$ cat config.mk
export PLATFORM = sky130hd
export DESIGN_NAME = range_register_allocator
export DESIGN_NICKNAME = d
export VERILOG_FILES = /design/src/hw/rtl/rra_pkg.sv /design/src/hw/rtl/rra_ctrl.sv /design/src/hw/rtl/rra_datapath.sv /design/src/hw/rtl/range_register_allocator.sv
export SDC_FILE = /design/constraint.sdc
export NUM_CORES = 2
export LEC_CHECK = 0
export BUFFER_PORTS_ARGS = -buffer_cell sky130_fd_sc_hd__buf_2
export CAP_MARGIN = 40
export CORE_MARGIN = 2
export CORE_UTILIZATION = 37
export DETAILED_ROUTE_END_ITERATION = 8
export PLACE_DENSITY = 0.56
export SLEW_MARGIN = 20
export SYNTH_ARGS = -nofsm -noshare
export SYNTH_HDL_FRONTEND = slang
export SYNTH_SLANG_ARGS = --single-unit
$ cat constraint.sdc
create_clock -name clk -period 8.75 [get_ports clk]
set_input_delay 0.875 -clock clk [delete_from_list [all_inputs] [get_ports clk]]
set_output_delay 0.875 -clock clk [all_outputs]
set_load 0.005 [all_outputs]
$ cat src/hw/rtl/rra_pkg.sv
// shared types, codes and helpers of the range register allocator
package rra_pkg;

	// default number of range entries
	localparam int NUM_RANGES_DEF = 8;

	// field widths
	localparam int CMD_W    = 3;
	localparam int ADDR_W   = 52;
	localparam int IDX_W    = 3;
	localparam int STAT_W   = 4;
	localparam int WORD_W   = 64;
	localparam int CFG_IDX_W = 2;
	localparam int CFG_W    = 6;

	// commands
	localparam logic [CMD_W-1:0] CMD_SETUP   = 3'd0;
	localparam logic [CMD_W-1:0] CMD_ENABLE  = 3'd1;
	localparam logic [CMD_W-1:0] CMD_DISABLE = 3'd2;
	localparam logic [CMD_W-1:0] CMD_COPY    = 3'd3;
	localparam logic [CMD_W-1:0] CMD_READ    = 3'd4;

	// result status codes
	localparam logic [STAT_W-1:0] STAT_OK          = 4'd0;
	localparam logic [STAT_W-1:0] STAT_BELOW_1M    = 4'd1;
	localparam logic [STAT_W-1:0] STAT_ABOVE_LIMIT = 4'd2;
	localparam logic [STAT_W-1:0] STAT_UNDER_4K    = 4'd3;
	localparam logic [STAT_W-1:0] STAT_NOT_POW2    = 4'd4;
	localparam logic [STAT_W-1:0] STAT_MISALIGNED  = 4'd5;
	localparam logic [STAT_W-1:0] STAT_NO_RANGES   = 4'd6;
	localparam logic [STAT_W-1:0] STAT_NO_WC       = 4'd7;
	localparam logic [STAT_W-1:0] STAT_OVERLAP     = 4'd8;
	localparam logic [STAT_W-1:0] STAT_FULL        = 4'd9;

	// configuration register indexes
	localparam logic [CFG_IDX_W-1:0] CFG_ACTIVE_RANGES = 2'd0;
	localparam logic [CFG_IDX_W-1:0] CFG_PHYS_BITS     = 2'd1;
	localparam logic [CFG_IDX_W-1:0] CFG_RANGES_SUPP   = 2'd2;
	localparam logic [CFG_IDX_W-1:0] CFG_WC_SUPP       = 2'd3;

	// configuration reset values
	localparam logic [3:0] ACTIVE_RANGES_RST = 4'd8;
	localparam logic [5:0] PHYS_BITS_RST     = 6'd36;

	// entry word fields and region limits
	localparam int VALID_POS          = 11;
	localparam logic [WORD_W-1:0] VALID_BIT  = 64'h800;
	localparam logic [WORD_W-1:0] TYPE_WC    = 64'h01;
	localparam logic [WORD_W-1:0] TYPE_FIELD = 64'hFF;
	localparam int MIN_BASE_SHIFT   = 20;
	localparam int BASE_LIMIT_SHIFT = 36;
	localparam int MIN_SIZE_SHIFT   = 12;
	localparam int PHYS_BITS_MIN    = 36;
	localparam int PHYS_BITS_MAX    = 52;

	// input beat
	typedef struct packed {
		logic [CMD_W-1:0]  command;
		logic [ADDR_W-1:0] region_base;
		logic [ADDR_W-1:0] region_size;
		logic [IDX_W-1:0]  entry_index;
		logic [IDX_W-1:0]  source_index;
	} rra_in_t;

	// result beat
	typedef struct packed {
		logic [STAT_W-1:0] status;
		logic [IDX_W-1:0]  chosen_index;
		logic [WORD_W-1:0] entry_base_word;
		logic [WORD_W-1:0] entry_mask_word;
	} rra_out_t;

	// controller states
	typedef enum logic [2:0] {
		S_IDLE,
		S_CHECK,
		S_SCAN,
		S_WRITE,
		S_PUSH
	} state_t;

	// controller to datapath commands
	typedef struct packed {
		logic load;
		logic check;
		logic exec;
		logic scan;
		logic write;
		logic push;
	} rra_ctl_t;

	// datapath to controller status
	typedef struct packed {
		logic is_setup;
		logic check_fail;
		logic scan_empty;
		logic scan_hit;
		logic scan_last;
		logic free_avail;
		logic out_free;
	} rra_sts_t;

	// address window: bits 12..31 plus 32..width-1, width clamped to 36..52
	function automatic logic [WORD_W-1:0] addr_window(input logic [5:0] phys_bits);
		logic [WORD_W-1:0] win;
		int lim;
		win = '0;
		if (int'(phys_bits) < PHYS_BITS_MIN) begin
			lim = PHYS_BITS_MIN;
		end else if (int'(phys_bits) > PHYS_BITS_MAX) begin
			lim = PHYS_BITS_MAX;
		end else begin
			lim = int'(phys_bits);
		end
		win[31:12] = '1;
		for (int j = 32; j < PHYS_BITS_MAX; j++) begin
			win[j] = (j < lim);
		end
		return win;
	endfunction

endpackage

$ cat src/hw/rtl/rra_ctrl.sv
// controller state machine of the range register allocator
module rra_ctrl (
	input  logic              clk,
	input  logic              arst_n,
	input  logic              in_valid,
	output logic              in_stall,
	input  rra_pkg::rra_sts_t sts,
	output rra_pkg::rra_ctl_t ctl
);

	rra_pkg::state_t state_q;
	rra_pkg::state_t state_nxt;

	// state register
	always_ff @(posedge clk or negedge arst_n) begin
		if (!arst_n) begin
			state_q <= rra_pkg::S_IDLE;
		end else begin
			state_q <= state_nxt;
		end
	end

	// next state
	always_comb begin
		state_nxt = state_q;
		case (state_q)
			rra_pkg::S_IDLE: begin
				if (in_valid) begin
					state_nxt = rra_pkg::S_CHECK;
				end
			end
			rra_pkg::S_CHECK: begin
				if (!sts.is_setup || sts.check_fail || sts.scan_empty) begin
					state_nxt = rra_pkg::S_PUSH;
				end else begin
					state_nxt = rra_pkg::S_SCAN;
				end
			end
			rra_pkg::S_SCAN: begin
				if (sts.scan_hit) begin
					state_nxt = rra_pkg::S_PUSH;
				end else if (sts.scan_last) begin
					state_nxt = sts.free_avail ? rra_pkg::S_WRITE : rra_pkg::S_PUSH;
				end
			end
			rra_pkg::S_WRITE: begin
				state_nxt = rra_pkg::S_PUSH;
			end
			rra_pkg::S_PUSH: begin
				if (sts.out_free) begin
					state_nxt = rra_pkg::S_IDLE;
				end
			end
			default: begin
				state_nxt = rra_pkg::S_IDLE;
			end
		endcase
	end

	// outputs
	always_comb begin
		ctl       = '0;
		in_stall  = 1'b1;
		case (state_q)
			rra_pkg::S_IDLE: begin
				in_stall = 1'b0;
				ctl.load = in_valid;
			end
			rra_pkg::S_CHECK: begin
				ctl.check = sts.is_setup;
				ctl.exec  = !sts.is_setup;
			end
			rra_pkg::S_SCAN: begin
				ctl.scan = 1'b1;
			end
			rra_pkg::S_WRITE: begin
				ctl.write = 1'b1;
			end
			rra_pkg::S_PUSH: begin
				ctl.push = 1'b1;
			end
			default: begin
				in_stall = 1'b1;
			end
		endcase
	end

endmodule

$ cat src/hw/rtl/rra_datapath.sv
// datapath of the range register allocator: entry table, checks, scan and result
module rra_datapath #(
	parameter int NUM_RANGES = rra_pkg::NUM_RANGES_DEF
) (
	input  logic                              clk,
	input  logic                              arst_n,
	input  rra_pkg::rra_in_t                  in_data,
	input  rra_pkg::rra_ctl_t                 ctl,
	output rra_pkg::rra_sts_t                 sts,
	input  logic                              cfg_write,
	input  logic [rra_pkg::CFG_IDX_W-1:0]     cfg_index,
	input  logic [rra_pkg::CFG_W-1:0]         cfg_data,
	output logic                              out_valid,
	input  logic                              out_stall,
	output rra_pkg::rra_out_t                 out_data
);

	localparam int IW = (NUM_RANGES > 1) ? $clog2(NUM_RANGES) : 1;
	localparam int CW = $clog2(NUM_RANGES + 1) + 1;
	localparam int AW = rra_pkg::ADDR_W;
	localparam int WW = rra_pkg::WORD_W;

	// entry table
	logic [WW-1:0] rbase_q [NUM_RANGES];
	logic [WW-1:0] rmask_q [NUM_RANGES];

	// configuration registers
	logic [3:0] active_q;
	logic [5:0] phys_q;
	logic       ranges_q;
	logic       wc_q;

	// captured input beat
	logic [rra_pkg::CMD_W-1:0] cmd_q;
	logic [AW-1:0]             base_q;
	logic [AW-1:0]             size_q;
	logic [rra_pkg::IDX_W-1:0] dst_q;
	logic [rra_pkg::IDX_W-1:0] src_q;

	// set-up working registers
	logic [AW-1:0] sizem1_q;
	logic [AW:0]   end_q;
	logic [IW-1:0] scan_idx_q;
	logic [IW-1:0] free_q;
	logic          free_found_q;

	// staged result and output register
	rra_pkg::rra_out_t res_q;
	rra_pkg::rra_out_t out_q;
	logic              out_valid_q;

	// combinational signals
	logic [WW-1:0]              win;
	logic [CW-1:0]              scan_len;
	logic [IW-1:0]              rd_addr;
	logic [WW-1:0]              rd_base;
	logic [WW-1:0]              rd_mask;
	logic [AW-1:0]              size_m1;
	logic [rra_pkg::STAT_W-1:0] fail_code;
	logic                       dst_ok;
	logic                       src_ok;
	logic                       cur_valid;
	logic [AW-1:0]              rb;
	logic [AW-1:0]              rinv;
	logic [AW:0]                rend;
	logic                       hit;
	logic                       last;
	logic [WW-1:0]              setup_base;
	logic [WW-1:0]              setup_mask;
	logic [WW-1:0]              ex_base;
	logic [WW-1:0]              ex_mask;
	logic                       exec_ok;
	logic                       exec_wr;
	logic                       wr_en;
	logic [IW-1:0]              wr_addr;
	logic [WW-1:0]              wr_base;
	logic [WW-1:0]              wr_mask;
	logic                       out_free;

	// window and scan length from configuration
	assign win      = rra_pkg::addr_window(phys_q);
	assign scan_len = (int'(active_q) < NUM_RANGES) ? CW'(active_q) : CW'(NUM_RANGES);

	// single table read port
	always_comb begin
		if (ctl.scan) begin
			rd_addr = scan_idx_q;
		end else if (ctl.write) begin
			rd_addr = free_q;
		end else if (cmd_q == rra_pkg::CMD_COPY) begin
			rd_addr = IW'(src_q);
		end else begin
			rd_addr = IW'(dst_q);
		end
	end
	assign rd_base = rbase_q[rd_addr];
	assign rd_mask = rmask_q[rd_addr];

	// region checks in priority order
	assign size_m1 = size_q - AW'(1);
	always_comb begin
		if (base_q[AW-1:rra_pkg::MIN_BASE_SHIFT] == '0) begin
			fail_code = rra_pkg::STAT_BELOW_1M;
		end else if (base_q[AW-1:rra_pkg::BASE_LIMIT_SHIFT] != '0) begin
			fail_code = rra_pkg::STAT_ABOVE_LIMIT;
		end else if (size_q[AW-1:rra_pkg::MIN_SIZE_SHIFT] == '0) begin
			fail_code = rra_pkg::STAT_UNDER_4K;
		end else if ((size_q & size_m1) != '0) begin
			fail_code = rra_pkg::STAT_NOT_POW2;
		end else if ((base_q & size_m1) != '0) begin
			fail_code = rra_pkg::STAT_MISALIGNED;
		end else if (!ranges_q) begin
			fail_code = rra_pkg::STAT_NO_RANGES;
		end else if (!wc_q) begin
			fail_code = rra_pkg::STAT_NO_WC;
		end else begin
			fail_code = rra_pkg::STAT_OK;
		end
	end

	// overlap test of the scanned entry, end inclusive
	assign cur_valid = rd_mask[rra_pkg::VALID_POS];
	assign rb        = rd_base[AW-1:0] & win[AW-1:0];
	assign rinv      = ~rd_mask[AW-1:0] & win[AW-1:0];
	assign rend      = {1'b0, rb} + {1'b0, rinv};
	assign hit       = cur_valid && ({1'b0, rb} < end_q) && (rend >= {1'b0, base_q});
	assign last      = (CW'(scan_idx_q) + CW'(1)) == scan_len;

	// new words of the chosen entry
	assign setup_base = (rd_base & ~win & ~rra_pkg::TYPE_FIELD)
	                  | ({{(WW-AW){1'b0}}, base_q} & win) | rra_pkg::TYPE_WC;
	assign setup_mask = (rd_mask & ~win)
	                  | ({{(WW-AW){1'b1}}, ~sizem1_q} & win) | rra_pkg::VALID_BIT;

	// enable, disable, copy and read
	assign dst_ok = int'(dst_q) < NUM_RANGES;
	assign src_ok = int'(src_q) < NUM_RANGES;
	always_comb begin
		ex_base = rd_base;
		ex_mask = rd_mask;
		exec_ok = 1'b0;
		exec_wr = 1'b0;
		case (cmd_q)
			rra_pkg::CMD_ENABLE: begin
				ex_mask = rd_mask | rra_pkg::VALID_BIT;
				exec_ok = dst_ok;
				exec_wr = dst_ok;
			end
			rra_pkg::CMD_DISABLE: begin
				ex_mask = rd_mask & ~rra_pkg::VALID_BIT;
				exec_ok = dst_ok;
				exec_wr = dst_ok;
			end
			rra_pkg::CMD_COPY: begin
				exec_ok = dst_ok && src_ok;
				exec_wr = dst_ok && src_ok;
			end
			rra_pkg::CMD_READ: begin
				exec_ok = dst_ok;
			end
			default: begin
				exec_ok = 1'b0;
			end
		endcase
	end

	// table write port
	assign wr_en   = ctl.write || (ctl.exec && exec_wr);
	assign wr_addr = ctl.write ? free_q : IW'(dst_q);
	assign wr_base = ctl.write ? setup_base : ex_base;
	assign wr_mask = ctl.write ? setup_mask : ex_mask;

	always_ff @(posedge clk or negedge arst_n) begin
		if (!arst_n) begin
			for (int i = 0; i < NUM_RANGES; i++) begin
				rbase_q[i] <= '0;
				rmask_q[i] <= '0;
			end
		end else if (wr_en) begin
			rbase_q[wr_addr] <= wr_base;
			rmask_q[wr_addr] <= wr_mask;
		end
	end

	// configuration writes
	always_ff @(posedge clk or negedge arst_n) begin
		if (!arst_n) begin
			active_q <= rra_pkg::ACTIVE_RANGES_RST;
			phys_q   <= rra_pkg::PHYS_BITS_RST;
			ranges_q <= 1'b1;
			wc_q     <= 1'b1;
		end else if (cfg_write) begin
			case (cfg_index)
				rra_pkg::CFG_ACTIVE_RANGES: active_q <= cfg_data[3:0];
				rra_pkg::CFG_PHYS_BITS:     phys_q   <= cfg_data[5:0];
				rra_pkg::CFG_RANGES_SUPP:   ranges_q <= cfg_data[0];
				rra_pkg::CFG_WC_SUPP:       wc_q     <= cfg_data[0];
				default: begin
					active_q <= active_q;
				end
			endcase
		end
	end

	// capture of the input beat
	always_ff @(posedge clk) begin
		if (ctl.load) begin
			cmd_q  <= in_data.command;
			base_q <= in_data.region_base;
			size_q <= in_data.region_size;
			dst_q  <= in_data.entry_index;
			src_q  <= in_data.source_index;
		end
	end

	// scan control
	always_ff @(posedge clk or negedge arst_n) begin
		if (!arst_n) begin
			scan_idx_q   <= '0;
			free_found_q <= 1'b0;
		end else if (ctl.check) begin
			scan_idx_q   <= '0;
			free_found_q <= 1'b0;
		end else if (ctl.scan) begin
			scan_idx_q <= scan_idx_q + IW'(1);
			if (!cur_valid) begin
				free_found_q <= 1'b1;
			end
		end
	end

	// set-up payload and staged result
	always_ff @(posedge clk) begin
		if (ctl.check) begin
			sizem1_q <= size_m1;
			end_q    <= {1'b0, base_q} + {1'b0, size_q};
			res_q.chosen_index    <= '0;
			res_q.entry_base_word <= '0;
			res_q.entry_mask_word <= '0;
			if (fail_code != rra_pkg::STAT_OK) begin
				res_q.status <= fail_code;
			end else if (scan_len == '0) begin
				res_q.status <= rra_pkg::STAT_FULL;
			end else begin
				res_q.status <= rra_pkg::STAT_OK;
			end
		end
		if (ctl.scan) begin
			if (!cur_valid && !free_found_q) begin
				free_q <= scan_idx_q;
			end
			if (hit) begin
				res_q.status <= rra_pkg::STAT_OVERLAP;
			end else if (last && !(free_found_q || !cur_valid)) begin
				res_q.status <= rra_pkg::STAT_FULL;
			end
		end
		if (ctl.write) begin
			res_q.status          <= rra_pkg::STAT_OK;
			res_q.chosen_index    <= rra_pkg::IDX_W'(free_q);
			res_q.entry_base_word <= setup_base;
			res_q.entry_mask_word <= setup_mask;
		end
		if (ctl.exec) begin
			res_q.status          <= rra_pkg::STAT_OK;
			res_q.chosen_index    <= '0;
			res_q.entry_base_word <= exec_ok ? ex_base : '0;
			res_q.entry_mask_word <= exec_ok ? ex_mask : '0;
		end
	end

	// output register
	assign out_free = !out_valid_q || !out_stall;

	always_ff @(posedge clk or negedge arst_n) begin
		if (!arst_n) begin
			out_valid_q <= 1'b0;
		end else if (ctl.push && out_free) begin
			out_valid_q <= 1'b1;
		end else if (!out_stall) begin
			out_valid_q <= 1'b0;
		end
	end

	always_ff @(posedge clk) begin
		if (ctl.push && out_free) begin
			out_q <= res_q;
		end
	end

	assign out_valid = out_valid_q;
	assign out_data  = out_q;

	// status to controller
	always_comb begin
		sts            = '0;
		sts.is_setup   = (cmd_q == rra_pkg::CMD_SETUP);
		sts.check_fail = (fail_code != rra_pkg::STAT_OK);
		sts.scan_empty = (scan_len == '0);
		sts.scan_hit   = hit;
		sts.scan_last  = last;
		sts.free_avail = free_found_q || !cur_valid;
		sts.out_free   = out_free;
	end

	// scan never reaches past the active entries
	a_scan_in_range: assert property (@(posedge clk) disable iff (!arst_n)
		ctl.scan |-> (CW'(scan_idx_q) < scan_len))
		else $error("scan index beyond active entries");

	// set-up only programs an entry that was free
	a_write_free: assert property (@(posedge clk) disable iff (!arst_n)
		ctl.write |-> (free_found_q && !rmask_q[free_q][rra_pkg::VALID_POS]))
		else $error("set-up writes a valid entry");

	// programmed entry holds its valid bit afterwards
	a_write_valid: assert property (@(posedge clk) disable iff (!arst_n)
		ctl.write |=> rmask_q[$past(free_q)][rra_pkg::VALID_POS])
		else $error("programmed entry not valid");

	// failed set-up results carry no entry words
	a_fail_zero: assert property (@(posedge clk) disable iff (!arst_n)
		(ctl.push && res_q.status != rra_pkg::STAT_OK)
		|-> (res_q.entry_base_word == '0 && res_q.entry_mask_word == '0
			&& res_q.chosen_index == '0))
		else $error("failed result carries entry data");

endmodule

$ cat src/hw/rtl/range_register_allocator.sv
// top level of the range register allocator
//
// Keeps a table of NUM_RANGES variable range entries (64-bit base and mask
// words, mask bit 11 is the valid bit) and runs one command per input beat:
// write-combining set-up, enable, disable, copy or read of an entry.
// Input beats arrive on in_valid/in_stall/in_data, one result beat per
// command leaves on out_valid/out_stall/out_data. Configuration registers
// (active range count, physical address width, support flags) are written
// through cfg_write/cfg_index/cfg_data; the user must write them only while
// no command is in flight, not enforced by the block. Commands run one at
// a time through a controller and a shared datapath. Enable, disable, copy,
// read and set-up that fails a region check go from the check state to the
// push state. Set-up that passes the checks scans one entry per cycle
// through the single table read port over the active range count, capped
// at NUM_RANGES (8 at reset), and stops at the first overlapping entry; if
// none overlaps, the first free entry is programmed in the write state.
// Reset clears every entry to zero (all invalid) and restores the register
// defaults. While out_stall holds a result, the block finishes its current
// command and then waits with in_stall high until the output register frees.
module range_register_allocator #(
	parameter int NUM_RANGES = rra_pkg::NUM_RANGES_DEF
) (
	input  logic                          clk,
	input  logic                          arst_n,
	input  logic                          in_valid,
	output logic                          in_stall,
	input  rra_pkg::rra_in_t              in_data,
	output logic                          out_valid,
	input  logic                          out_stall,
	output rra_pkg::rra_out_t             out_data,
	input  logic                          cfg_write,
	input  logic [rra_pkg::CFG_IDX_W-1:0] cfg_index,
	input  logic [rra_pkg::CFG_W-1:0]     cfg_data
);

	rra_pkg::rra_ctl_t ctl;
	rra_pkg::rra_sts_t sts;

	// command sequencing
	rra_ctrl u_ctrl (
		.clk      (clk),
		.arst_n   (arst_n),
		.in_valid (in_valid),
		.in_stall (in_stall),
		.sts      (sts),
		.ctl      (ctl)
	);

	// entry table and arithmetic
	rra_datapath #(
		.NUM_RANGES (NUM_RANGES)
	) u_datapath (
		.clk       (clk),
		.arst_n    (arst_n),
		.in_data   (in_data),
		.ctl       (ctl),
		.sts       (sts),
		.cfg_write (cfg_write),
		.cfg_index (cfg_index),
		.cfg_data  (cfg_data),
		.out_valid (out_valid),
		.out_stall (out_stall),
		.out_data  (out_data)
	);

endmodule
==> summary.txt <==
Route
  – DR vias: 58100
  – Starting DRT DRC Count: between 5000 and 6000
  – Routed WL: 241000 µm
  – DR vias/cell: roughly 5.4
  – Routed Antenna Nets: 0
  – 1st-pass router iterations: 7
  – # DRC: 0
  – Wire length per cell: between 20 and 25 µm

Synth
  – Sequential area share after synthesis: 0.553
  – Largest cells by area after synthesis: dfrtp_1 (36%), edfxtp_1 (19%), nand2_1 (15%), nand3_1 (4.2%), mux2_2 (4.1%)
  – Combinational family with the most area after synthesis: simple AND/OR/NAND/NOR gates
  – Compound-Gate Fraction of Synth Area: 0.0858
  – Post-synthesis cell area: roughly 73000 µm²
  – Yosys reg bits: 1523
  – Top cells by count, synth: nand2_1 (2874), dfrtp_1 (1039), nand3_1 (613)
  – Synth area leader: dfrtp_1
  – Top-count cell post-synth: nand2_1
  – Area share of fa/ha/maj cells after synthesis: 0.0391
  – Synth unique cells: slightly below 90
  – Async set or reset register ratio after synthesis: 0.685
  – Gate Count Post-Synth: roughly 7900
  – YS warnings: 0
  – Mux share of post-synthesis cell area: 0.0446
  – Post-synth top area share: 0.356
  – Syn nets: roughly 8200
  – Post-synth EDFFs: approximately 470
  – Simple-Gate Fraction of Synth Area: 0.231
  – Xor and xnor area share after synthesis: 0.0119
  – Syn Area/Cell: 9.26 µm²
  – Post-synth top flop: dfrtp_1

CTS
  – Maximum clock insertion buffer count: 3
  – H-tree depth: 4
  – CTS Root Cell: clkbuf_16
  – CTS sink cnt: 1523
  – CTS Hold Bufs: 0
  – Worst-Skew Late Latency: between 0.8 and 0.9 ns
  – Worst-path clk slew: 0.06 ns
  – CTS Buf Count: roughly 170
  – CTS tree: done

Layout
  – Area grow syn2layout: 14.9%
  – Multi-input logic area: about 30000 µm²
  – Layout Nets: between 8000 and 9000
  – Share of layout cells above drive strength 1: 0.126
  – Seq. cell area: around 40000 µm²
  – Fill count: 19000

Power and ir drop
  – Power consumption: about 25 mW
  – Cell area power density: just under 300 nW/µm²
  – Max IR drop VDD: approximately 0.25 mV
  – Leak: roughly 39 nW

GRT
  – Vias in the first global route: about 56000
  – Initial antenna violation count: 9
  – Grt total ovfl: 0
  – GRT Overall Usage: 0.237
  – Largest net degree at the start of global routing: between 150 and 200
  – First-pass GRT wire length: about 360000 µm

Floorplanning
  – Die area: around 200000 µm²
  – Core region area: between 150000 and 200000 µm²
  – # IOs: ~260
  – Die Span X: 448 µm
  – Initial Util: 0.371
  – Cell Rows: between 150 and 200
  – Die H: about 450 µm

STA
  – Final setup viols: 0
  – Clock Skews: between 0.04 and 0.05 ns
  – Max-slew headroom: 0.330
  – Setup ws final: 0.662 ns
  – Worst slew pin tran: around 1.0 ns
  – Hold_ws: slightly below 0.02 ns
  – Unrepaired setup endpoints after global routing: false
  – Final Hold Vio Count: 0
  – Minimum clock period: 8.09 ns
  – Fmax: 0.124 GHz
  – Tcrit/Tclk final: 0.924
  – Post-route setup TNS: 0 ns
  – Final Max Tran Viols: 0

Placement
  – Setup WS pre-CTS: approximately 0.6 ns
  – Dpl hpwl: roughly 150000 µm
  – Port bufs: 262
  – Routability Congestion: just over 0.9

Setup path
  – WS Path Type: flip-flop to flip-flop
  – Critical path required time: about 9.5 ns
  – Crit-path max FO: 41
  – CP max-delay cell: dfrtp_1
  – Largest stage delay on the critical path: ~0.49 ns
  – Startpoint types: flip-flop
  – Crit. End Element: flip-flop
  – Critical path arrival: 8.82 ns

Run
  – Max-Cap Viols: 0

Worst hold path
  – Worst hold path type: input pin to asynchronous set/reset pin

Status
  – Status: complete, no violations
-- timing repair --
action	in CTS	in global routing
setup buffers	0	4
endpoints found under the setup margin	0	7
gates resized for setup	0	6
endpoints found under the hold margin	0	0
-- routing by layer --
metal,vias to the layer above,GRT usage,share of wire
met3,442,0.0355,0.065
met1,28600,0.335,0.44
li1,27000,-,-
met2,2071,0.364,0.45
met4,0,0.0980,0.042
met5,-,0,0
-- worst max-delay path: cells and delay by family (launching register included) --
family | cells | cell delay (ns)
adder cells (fa/ha/maj) | 2 | 0.69
AO/OA/AOI/OAI | 18 | 4.14
AND/OR/NAND/NOR | 10 | 1.75
buffers and inverters | 5 | 0.85
flip-flops | 1 | 0.49
-- final cells by class --
type	count	area share
sequential	1523	0.482
multi-input combinational	5726	0.361
clock buffer	236	0.0571
timing repair buffer	433	0.0405
tap	2640	0.0393
clock inverter	81	0.0111
inverter	191	0.00863
antenna	2	0.0000596
-- stage by stage --
| step | utilization | std cells | instance area (µm²) |
|---|---|---|---|
| 3_3_place_gp | 0.392 | 10500 | 77100 |
| 4_1_cts | 0.425 | 10800 | 83700 |
| 3_5_place_dp | 0.396 | 10500 | 78000 |
| 2_1_floorplan | - | 7890 | 73100 |
| 6_report | 0.427 | 10800 | 84000 |
| 5_1_grt | 0.427 | 10800 | 84000 |
-- power by group --
part	switching, mW	internal [mW]	leakage [nW]
sequential	1.00	9.25	18.6
clock	3.07	4.27	2.79
combinational	4.46	2.50	17.2
-- path summary, 6_finish.rpt --
path	slack (ns)	cells past startpoint	end	from
worst max-delay path	0.66	35	u_ctrl.state_q[0]	u_ctrl.state_q[1]
worst min-delay path	0.02	1	u_datapath.rbase_q[58]	arst_n
worst max register to register	0.66	35	u_ctrl.state_q[0]	u_ctrl.state_q[1]
worst min register to register	0.40	0	u_datapath.out_data[12]	u_datapath.res_q[12]
max in group asynchronous	6.53	3	u_datapath.rbase_q[114]	arst_n
min in group clk	0.20	1	u_datapath.base_q[0]	in_data[58]
-- flip-flops by register name, summed over array words and instances (netlist names) --
signal	count
u_datapath.base_q	52
u_datapath.cmd_q	3
u_datapath.sizem1_q	40
u_datapath.ranges_q	1
u_datapath.dst_q	3
u_ctrl.state_q	3
u_datapath.size_q	52
u_datapath.active_q	4
u_datapath.free_found_q	1
u_datapath.src_q	3
u_datapath.rmask_q	512
u_datapath.scan_idx_q	3
u_datapath.rbase_q	512
u_datapath.out_valid	1
u_datapath.res_q	135
u_datapath.free_q	3
u_datapath.end_q	53
u_datapath.phys_q	6
u_datapath.out_data	135
u_datapath.wc_q	1
-- cells by family (layout without fill, tap and decap cells) --
kind of cell	Yosys count	in the layout
other	0	2
AOI/OAI and AO/OA	1041	1043
muxes	291	291
buffers and inverters	643	941
and+or+nand+nor	4066	4066
xor gates and xnor gates	99	99
adders and majority gates	227	227
DFF	1523	1523
-- placed cells by master, fill, tap and decap left out, drive strengths merged, types with 33 or more instances in the layout --
cell	netlist	final
a21o	89	89
a21oi	207	207
a311oi	44	44
a31oi	59	59
and2	33	33
and3	57	57
buf	126	427
clkbuf	326	240
clkinv	1	47
dfrtp	1039	1039
edfxtp	472	472
ha	225	225
inv	190	203
mux2	267	267
nand2	2874	2874
nand3	613	613
nor2	257	257
nor2b	33	33
nor3	33	33
nor4	39	39
o21ai	479	480
o22ai	37	37
xnor2	53	53
xor2	46	46
Power figures use the tool's default switching activity.
